<file path="config.mk">
export PLATFORM = sky130hd
export DESIGN_NAME = binary_to_decimal_ascii_top
export DESIGN_NICKNAME = d
export VERILOG_FILES = /design/src/hdl/b2da_pkg.sv /design/src/hdl/b2da_ctrl.sv /design/src/hdl/b2da_dp.sv /design/src/hdl/binary_to_decimal_ascii_top.sv
export SDC_FILE = /design/constraint.sdc
export NUM_CORES = 1
export LEC_CHECK = 0
export ABC_AREA = 0
export BUFFER_PORTS_ARGS = -buffer_cell sky130_fd_sc_hd__buf_2
export CORE_MARGIN = 2
export CORE_UTILIZATION = 55
export DETAILED_ROUTE_END_ITERATION = 7
export GPL_TIMING_DRIVEN = 0
export PLACE_DENSITY = 0.86
export SYNTH_ARGS = -nofsm -noshare
export SYNTH_HDL_FRONTEND = slang
export SYNTH_SLANG_ARGS = --single-unit
export TNS_END_PERCENT = 50
</file>
<file path="constraint.sdc">
create_clock -name clk -period 4.15 [get_ports clk]
set_clock_uncertainty 0.1 [all_clocks]
set_input_delay 0.415 -clock clk [delete_from_list [all_inputs] [get_ports clk]]
set_output_delay 0.415 -clock clk [all_outputs]
set_load 0.05 [all_outputs]
</file>
<file path="src/hdl/b2da_pkg.sv">
package b2da_pkg;

  localparam int VALUE_W            = 31;
  localparam int CHAR_W             = 6;
  localparam int DEFAULT_MAX_DIGITS = 10;
  localparam int STEP_W             = $clog2(VALUE_W);

  localparam logic [CHAR_W-1:0] ASCII_ZERO = CHAR_W'(48);

  typedef enum logic [1:0] {
    ST_IDLE,
    ST_CONV,
    ST_SKIP,
    ST_EMIT
  } state_t;

  // controller to datapath
  typedef struct packed {
    logic load;
    logic shift_bin;
    logic shift_dig;
  } cmd_t;

  // datapath to controller
  typedef struct packed {
    logic conv_done;
    logic top_zero;
    logic more_digits;
    logic overflow;
  } status_t;

endpackage

</file>
<file path="src/hdl/b2da_ctrl.sv">
module b2da_ctrl
  import b2da_pkg::*;
(
  input  logic    clk,
  input  logic    rst,
  input  logic    in_valid,
  output logic    in_ready,
  output logic    out_valid,
  input  logic    out_ready,
  input  status_t status,
  output cmd_t    cmd
);

  state_t state, state_next;

  always_ff @(posedge clk) begin
    if (rst) begin
      state <= ST_IDLE;
    end else begin
      state <= state_next;
    end
  end

  always_comb begin
    state_next    = state;
    cmd           = '0;
    in_ready      = 1'b0;
    out_valid     = 1'b0;
    unique case (state)
      ST_IDLE: begin
        in_ready = 1'b1;
        if (in_valid) begin
          cmd.load   = 1'b1;
          state_next = ST_CONV;
        end
      end
      ST_CONV: begin
        cmd.shift_bin = 1'b1;
        if (status.conv_done) begin
          state_next = ST_SKIP;
        end
      end
      ST_SKIP: begin
        // drop leading zeros, keep the last digit and all digits after a wrap
        if (status.top_zero && status.more_digits && !status.overflow) begin
          cmd.shift_dig = 1'b1;
        end else begin
          state_next = ST_EMIT;
        end
      end
      ST_EMIT: begin
        out_valid = 1'b1;
        if (out_ready) begin
          if (status.more_digits) begin
            cmd.shift_dig = 1'b1;
          end else begin
            state_next = ST_IDLE;
          end
        end
      end
      default: state_next = ST_IDLE;
    endcase
  end

endmodule

</file>
<file path="src/hdl/b2da_dp.sv">
module b2da_dp
  import b2da_pkg::*;
#(
  parameter int MAX_DIGITS = DEFAULT_MAX_DIGITS
) (
  input  logic              clk,
  input  cmd_t              cmd,
  input  logic [VALUE_W-1:0] value,
  output status_t           status,
  output logic [CHAR_W-1:0] digit_char,
  output logic              last
);

  localparam int BCD_W = 4 * MAX_DIGITS;
  localparam int REM_W = $clog2(MAX_DIGITS + 1);
  localparam logic [STEP_W-1:0] LAST_STEP = STEP_W'(VALUE_W - 1);
  localparam logic [REM_W-1:0]  REM_FULL  = REM_W'(MAX_DIGITS);
  localparam logic [REM_W-1:0]  REM_ONE   = REM_W'(1);

  logic [VALUE_W-1:0] bin;
  logic [BCD_W-1:0]   bcd;
  logic [BCD_W-1:0]   bcd_adj;
  logic [STEP_W-1:0]  step;
  logic [REM_W-1:0]   remaining;
  logic               overflow;
  logic [3:0]         top;

  // add 3 to every digit of 5 or more before the shift
  always_comb begin
    for (int i = 0; i < MAX_DIGITS; i++) begin
      if (bcd[4*i +: 4] >= 4'd5) begin
        bcd_adj[4*i +: 4] = bcd[4*i +: 4] + 4'd3;
      end else begin
        bcd_adj[4*i +: 4] = bcd[4*i +: 4];
      end
    end
  end

  always_ff @(posedge clk) begin
    if (cmd.load) begin
      bin       <= value;
      bcd       <= '0;
      step      <= '0;
      overflow  <= 1'b0;
      remaining <= REM_FULL;
    end else if (cmd.shift_bin) begin
      bcd      <= {bcd_adj[BCD_W-2:0], bin[VALUE_W-1]};
      bin      <= bin << 1;
      // a bit carried out of the top digit means the value wraps
      overflow <= overflow | bcd_adj[BCD_W-1];
      step     <= step + STEP_W'(1);
    end else if (cmd.shift_dig) begin
      bcd       <= bcd << 4;
      remaining <= remaining - REM_ONE;
    end
  end

  assign top = bcd[BCD_W-1 -: 4];

  assign status.conv_done   = (step == LAST_STEP);
  assign status.top_zero    = (top == 4'd0);
  assign status.more_digits = (remaining > REM_ONE);
  assign status.overflow    = overflow;

  assign digit_char = ASCII_ZERO + {{(CHAR_W-4){1'b0}}, top};
  assign last       = (remaining == REM_ONE);

endmodule

</file>
<file path="src/hdl/binary_to_decimal_ascii_top.sv">
// channel  dir  handshake          payload
// s        in   s_tvalid/s_tready  s_tdata[30:0] value
// m        out  m_tvalid/m_tready  m_tdata[5:0] digit_char, m_tlast last
//
// One value at a time: load, shift-and-add-3 over all 31 value bits in the
// BCD register, drop leading zeros, then one digit per cycle while
// m_tready is high.
// rst is synchronous and clears the controller only.
// A stall on m holds the current digit; s_tready stays low until the last
// digit is taken.
module binary_to_decimal_ascii_top
  import b2da_pkg::*;
#(
  parameter int MAX_DIGITS = DEFAULT_MAX_DIGITS
) (
  input  logic        clk,
  input  logic        rst,
  input  logic        s_tvalid,
  output logic        s_tready,
  input  logic [31:0] s_tdata,   // [30:0] value, [31] zero
  output logic        m_tvalid,
  input  logic        m_tready,
  output logic [7:0]  m_tdata,   // [5:0] digit_char, [7:6] zero
  output logic        m_tlast
);

  cmd_t              cmd;
  status_t           status;
  logic [CHAR_W-1:0] digit_char;

  b2da_ctrl u_ctrl (
    .clk       (clk),
    .rst       (rst),
    .in_valid  (s_tvalid),
    .in_ready  (s_tready),
    .out_valid (m_tvalid),
    .out_ready (m_tready),
    .status    (status),
    .cmd       (cmd)
  );

  b2da_dp #(
    .MAX_DIGITS (MAX_DIGITS)
  ) u_dp (
    .clk        (clk),
    .cmd        (cmd),
    .value      (s_tdata[VALUE_W-1:0]),
    .status     (status),
    .digit_char (digit_char),
    .last       (m_tlast)
  );

  assign m_tdata = {{(8-CHAR_W){1'b0}}, digit_char};

  a_one_item: assert property (@(posedge clk) disable iff (rst)
    m_tvalid |-> !s_tready)
    else $error("input accepted while a digit is pending");

  a_digit_range: assert property (@(posedge clk) disable iff (rst)
    m_tvalid |-> (m_tdata[5:0] >= 6'd48) && (m_tdata[5:0] <= 6'd57))
    else $error("digit character out of range");

  a_load_no_out: assert property (@(posedge clk) disable iff (rst)
    (s_tvalid && s_tready) |=> !m_tvalid)
    else $error("digit shown before conversion");

  a_last_frees: assert property (@(posedge clk) disable iff (rst)
    (m_tvalid && m_tready && m_tlast) |=> s_tready)
    else $error("input not ready after last digit");

endmodule
</file>
After elaboration in Yosys (flattened, before gate mapping)
Cells that the tools add are included.

storage, ports and cells
  register bits = 83
  output and inout bits = 11
  memories = 0
  logic and storage cells = 80
  latch bits = 0
  memory bits (writable) = 0
  ROM bits = 0
  input bits = 36

operators by class
  shift operators = 0
  $lt $le $gt $ge = 11
  $add $sub $neg = 13
  muxes and demuxes = 29
  multiply operators = 0
  bitwise logic cells = 2
  equality and inequality tests = 10
  reductions and logical operators = 9
  div/mod/pow operators = 0

operators by type and width
  kind                                                            count
  two-way mux 40 bit                                              2
  two-way mux 31 bit                                              2
  adder 4 x 2 -> 4 bit (second input constant)                    10
  >= comparator 4 x 3 -> 1 bit (second input constant)            10
  two-way mux 4 bit                                               10
  two-way mux 2 bit                                               5
  inequality test 2 bit (second input constant)                   5
  two-way mux 1 bit                                               8
  one-hot mux 2 bit (4 select lines)                              1
  adder 5 x 5 -> 6 bit (first input constant)                     1
  adder 5 x 1 -> 5 bit (second input constant)                    1
  equality test 5 bit (second input constant)                     1
  AND reduction 5 bit                                             1
  equality test 2 bit (second input constant)                     2
  equality test 4 x 1 -> 1 bit (second input constant)            1
  greater-than comparator 4 x 1 -> 1 bit (second input constant)  1
  zero test 4 bit                                                 1
  nonzero test 2 bit                                              2
  subtractor 4 x 1 -> 4 bit (second input constant)               1
  equality test 2 x 1 -> 1 bit (second input constant)            1
  logical AND 1 bit                                               2
  zero test 2 bit                                                 1
  one-hot mux 1 bit (2 select lines)                              1
  AND reduction 2 bit                                             1
  3 further kinds                                                 3

Logic depth before layout (Yosys ltp)
  depth after elaboration = 7
  mapped depth = 9
  gate-level depth less buffers = 7

By module
A second synthesis with hierarchy kept.

unflattened totals
  cells, all modules = 488
  area total of the unflattened synthesis = 4951.0 sq um

by module, submodules not included
  module                       instances  cells an instance  area an instance (sq um)  sequential area each (sq um)
  b2da_dp                      1          462                4734.5                    1931.9
  b2da_ctrl                    1          23                 197.7                     40.0
  binary_to_decimal_ascii_top  1          3                  18.8                      0.0

Least setup slack after synthesis
Ideal clock, no wire load.

  path type = register to register
  start = register u_ctrl.state[1]
  end = register u_dp.bin[0], enable pin
  clock period less this slack = 2.660 ns
  arrival time = 2.171 ns
  setup time = 0.388 ns
  path slack = 1.490 ns
  stages on the path, launching flop included = 6
  data required time = 3.662 ns
  buffers on the path = 1
  cell sequence = dfxtp_1 -> inv_1 -> ha_1 -> nand2_1 -> clkbuf_1 -> nand2_1

between the ends
  word-level cells in the longest chain between the ends = 3
  elaborated cells between the ends (all ways) = 5
  classes of those cells = eq/ne: 1; mux: 2; reduce/logical: 2

ends and longest elaborated chain
  item                                                             RTL line         text
  start: declaration                                               b2da_ctrl.sv:14  state_t state, state_next;
  start signal: assignment                                         b2da_ctrl.sv:20  state <= state_next;
  equality test 2 x 1 -> 1 bit or zero test 2 bit (tied branches)  b2da_ctrl.sv:29  unique case (state)
  two-way mux 1 bit                                                b2da_ctrl.sv:29
  nonzero test 2 bit (no source line) (*)                          --
  end signal: assignment                                           b2da_dp.sv:41    bin <= value;
  end signal: assignment                                           b2da_dp.sv:48    bin <= bin << 1;
  end: declaration                                                 b2da_dp.sv:20    logic [VALUE_W-1:0] bin;

Mark *: on every way between the ends. The rest lies on a longest branch, timed or not.
A chain may end at the register's enable or synchronous reset.

Worst setup path after layout
  start = register u_ctrl.state[1]
  end = register u_dp.bin[14], enable pin

Same word-level chain as after synthesis.

==> impl_metrics.json <==
{
  "maxCapViolations": 0,
  "syn_avg_cell_area_um2": 7.99,
  "portBuffers": 41,
  "ctsHoldBuffers": 0,
  "synth_area_leaders": "dfxtp_1, edfxtp_1, nand2_1",
  "hold_depth": 2,
  "start_util_pct": 56.0,
  "die_h_um": 97.5,
  "clkPwrFrac_pct": 12.9,
  "synth_top_family_by_area": "simple AND/OR/NAND/NOR gates",
  "yosys.area_share.adder_pct": 7.54,
  "syn_inst": 602,
  "clock_sinks": 83,
  "synth_simple_gate_area_share_pct": 20.1,
  "synth_warnings": 0,
  "syn2layout_area_growth_pct": 11.4,
  "synth_largest_area_cell": "dfxtp_1",
  "muxShareOfSynthArea_pct": 2.08,
  "required_ps": 3870,
  "fin_crit_sh_pct": 73.8,
  "coreArea_um2": 8590,
  "p_comb_share_pct": 53.4,
  "synth_top_area_share_pct": 21.6,
  "fin_util_pct": 62.3,
  "netlist_area_um2": 4810,
  "yosysUniqueCellTypes": 40,
  "crit_chain": "inv_1, ha_1, inv_1, clkbuf_1, nand2_1",
  "clock_path_buffers": 2,
  "reg2reg_from": "u_ctrl.state[1]",
  "synth-compound-area-share_pct": 18.2,
  "avgViaCountPerCell": 5.65,
  "wl_per_cell_um": 14.6,
  "total_power_uw": 4590,
  "sequentialPowerShare_pct": 33.7,
  "clock.fmax_ghz": 0.326,
  "synthXorXnorAreaFrac_pct": 3.10,
  "p_sw_uw": 2130,
  "arrival_ps": 2780,
  "cts_buffers": 9,
  "status": "finished clean",
  "dieArea_um2": 9510,
  "ys_ff_latch": 83,
  "grt_pass1_wl_um": 19000,
  "nNetsFinal": 721,
  "synth-main-ff-cell": "dfxtp_1",
  "slew_headroom_pct": 17.9,
  "crit_path_end_kind": "flop",
  "fill_cells": 723,
  "n_antenna_cell": 0,
  "grt_max_degree": 32,
  "ant_nets": 0,
  "dr.first_iter.drc_count": 347,
  "path_class": "reg -> reg",
  "slew_viol_final": 0,
  "finalSetupViolations": 0,
  "min_to": "u_ctrl.state[1]",
  "rsz0062_at_grt": "false",
  "grt_overflow": 0,
  "power_leakage_uw": 0.00231,
  "cp_common_cell": "inv_1",
  "htreeDepth": 3,
  "postCtsSetupRepairBufs": 0,
  "num_rows": 34,
  "place_hpwl_um": 7800,
  "powerDensity_nw_per_um2": 856,
  "drive_above_1_share_pct": 11.8,
  "rr_endpoint": "u_dp.bin[14]",
  "clk_latency_ps": 360,
  "start_kind": "flop",
  "post_cts_resized": 0,
  "hp-start": "rst",
  "finalCriticalPeriod_ps": 3060,
  "hold_class": "in -> reg",
  "hold_violations": 0,
  "cts_tree": "done",
  "fp.dieW_um": 97.5,
  "num_vias": 4345,
  "first_pass_iters": 5,
  "ir_drop_uv": 510,
  "synth.most_common_cell": "nand2_1",
  "max_stage_delay_ps": 870,
  "power.internal_uw": 2460,
  "antenna_found_initial": 0,
  "cp_max_fo": 31,
  "synth-async-reset-ratio_pct": 0,
  "clk_pin_slew_ps": 90,
  "cp_slowest_cell": "nand2_1",
  "synth_edf_count": 31,
  "synth-seq-area-share_pct": 41.0,
  "worst-r2r-setup-slack_ps": 1090,
  "gp_congestion": 0.800,
  "reg2reg_depth": 5,
  "grt_usage_pct": 23.8,
  "synth_commonest_cells": "nand2_1, a21oi_1, dfxtp_1, inv_1, o21ai_0",
  "postRouteWirelength_um": 11300,
  "num_io_pins": 47,
  "worst_slew_pin_slew_ps": 1230,
  "tns_ps": 0,
  "clockRootBuffer": "clkbuf_8",
  "swShare_pct": 46.4,
  "grt_pass1_vias": 4279,
  "drc": 0
}
critical path: cells and delay by family (launching register included):
family                   cells  cell delay (ps)
adder cells (fa/ha/maj)      1              200
buffers and inverters        3              860
AND/OR/NAND/NOR              1              870
flip-flops                   1              470
worst max path at each step:
stage	from	end	slack, ps	depth (start not counted)
floorplan	u_ctrl.state[1]	u_dp.bin[0]	1490	5
global placement	u_ctrl.state[1]	u_dp.bin[5]	1150	5
detailed placement	u_ctrl.state[1]	u_dp.bin[8]	1060	5
CTS	u_ctrl.state[1]	u_dp.bin[14]	1070	5
global route	u_ctrl.state[1]	u_dp.bin[15]	820	5
finish	u_ctrl.state[1]	u_dp.bin[14]	1090	5
sequential cells by signal, summed over array words and instances (netlist names):
signal and flops:
u_dp.overflow 1, u_dp.step 5, u_dp.bin 31, u_ctrl.state 2, u_dp.remaining 4, u_dp.bcd 40
cells by family (layout without fill, tap and decap cells):
logic type,Yosys count,in the layout
simple gates,225,225
flops,83,83
xor+xnor,17,17
other cells,2,4
compound gates,155,155
buf+inv,81,138
fa+ha+maj,29,29
mux,10,10
cells in the final DEF (no fill, tap or decap), types with 2 or more instances in the layout:
master	instances
clkinvlp_4	2
and2_1	3
nor3b_1	9
a31oi_1	21
buf_4	8
o21ai_1	4
o211ai_1	8
nand3_1	13
clkbuf_1	26
dfxtp_1	52
xor2_1	5
nand2b_1	11
buf_6	5
ha_1	29
o21a_1	2
a21o_1	8
clkbuf_8	9
buf_2	46
inv_6	2
nand2_1	145
xnor2_1	12
edfxtp_1	31
inv_1	36
a21oi_1	70
o21ai_0	34
o31ai_1	2
mux2i_1	10
nand4_1	4
a211oi_1	3
nor3_1	2
conb_1	4
nor2_1	31
area by class of cell:
cell class	count	area (µm²)	area share [%]
Buffer	45	243	4.53
Tap cell	108	135	2.52
Sequential cell	83	1970	36.8
Clock buffer	9	124	2.31
Clock inverter	7	75.1	1.40
Timing Repair Buffer	41	205	3.83
Inverter	36	135	2.52
Multi-Input combinational cell	440	2470	46.1
per-layer routing:
| metal | share of wire [%] | vias to the layer above | GRT usage, % | wire length [µm] |
|---|---|---|---|---|
| met5 | 0 | - | 0 | 0 |
| met4 | 1.2 | 0 | 6.94 | 136 |
| met3 | 5.0 | 15 | 3.09 | 568 |
| met2 | 51 | 146 | 42.9 | 5770 |
| met1 | 42 | 2051 | 29.6 | 4780 |
| li1 | - | 2133 | - | - |
power groups by stage:
stage	registers [µW]	clock network [µW]	logic [µW]
6_report	1540	594	2450
5_1_grt	1580	627	2730
4_1_cts	1540	594	2420
3_5_place_dp	1550	0	2400
3_3_place_gp	1530	0	2290
2_1_floorplan	1480	0	1870
metrics by stage:
step                      instances  hold slack, ps  setup slack [ps]  instance area (µm²)
after floorplan                 604             338              1490                 4820
after global placement          753             353              1150                 5160
after detailed placement        753             374              1060                 5160
after CTS                       769             133              1070                 5360
after global routing            769             127               821                 5360
final                           769             141              1090                 5360
Power figures use the tool's default switching activity.
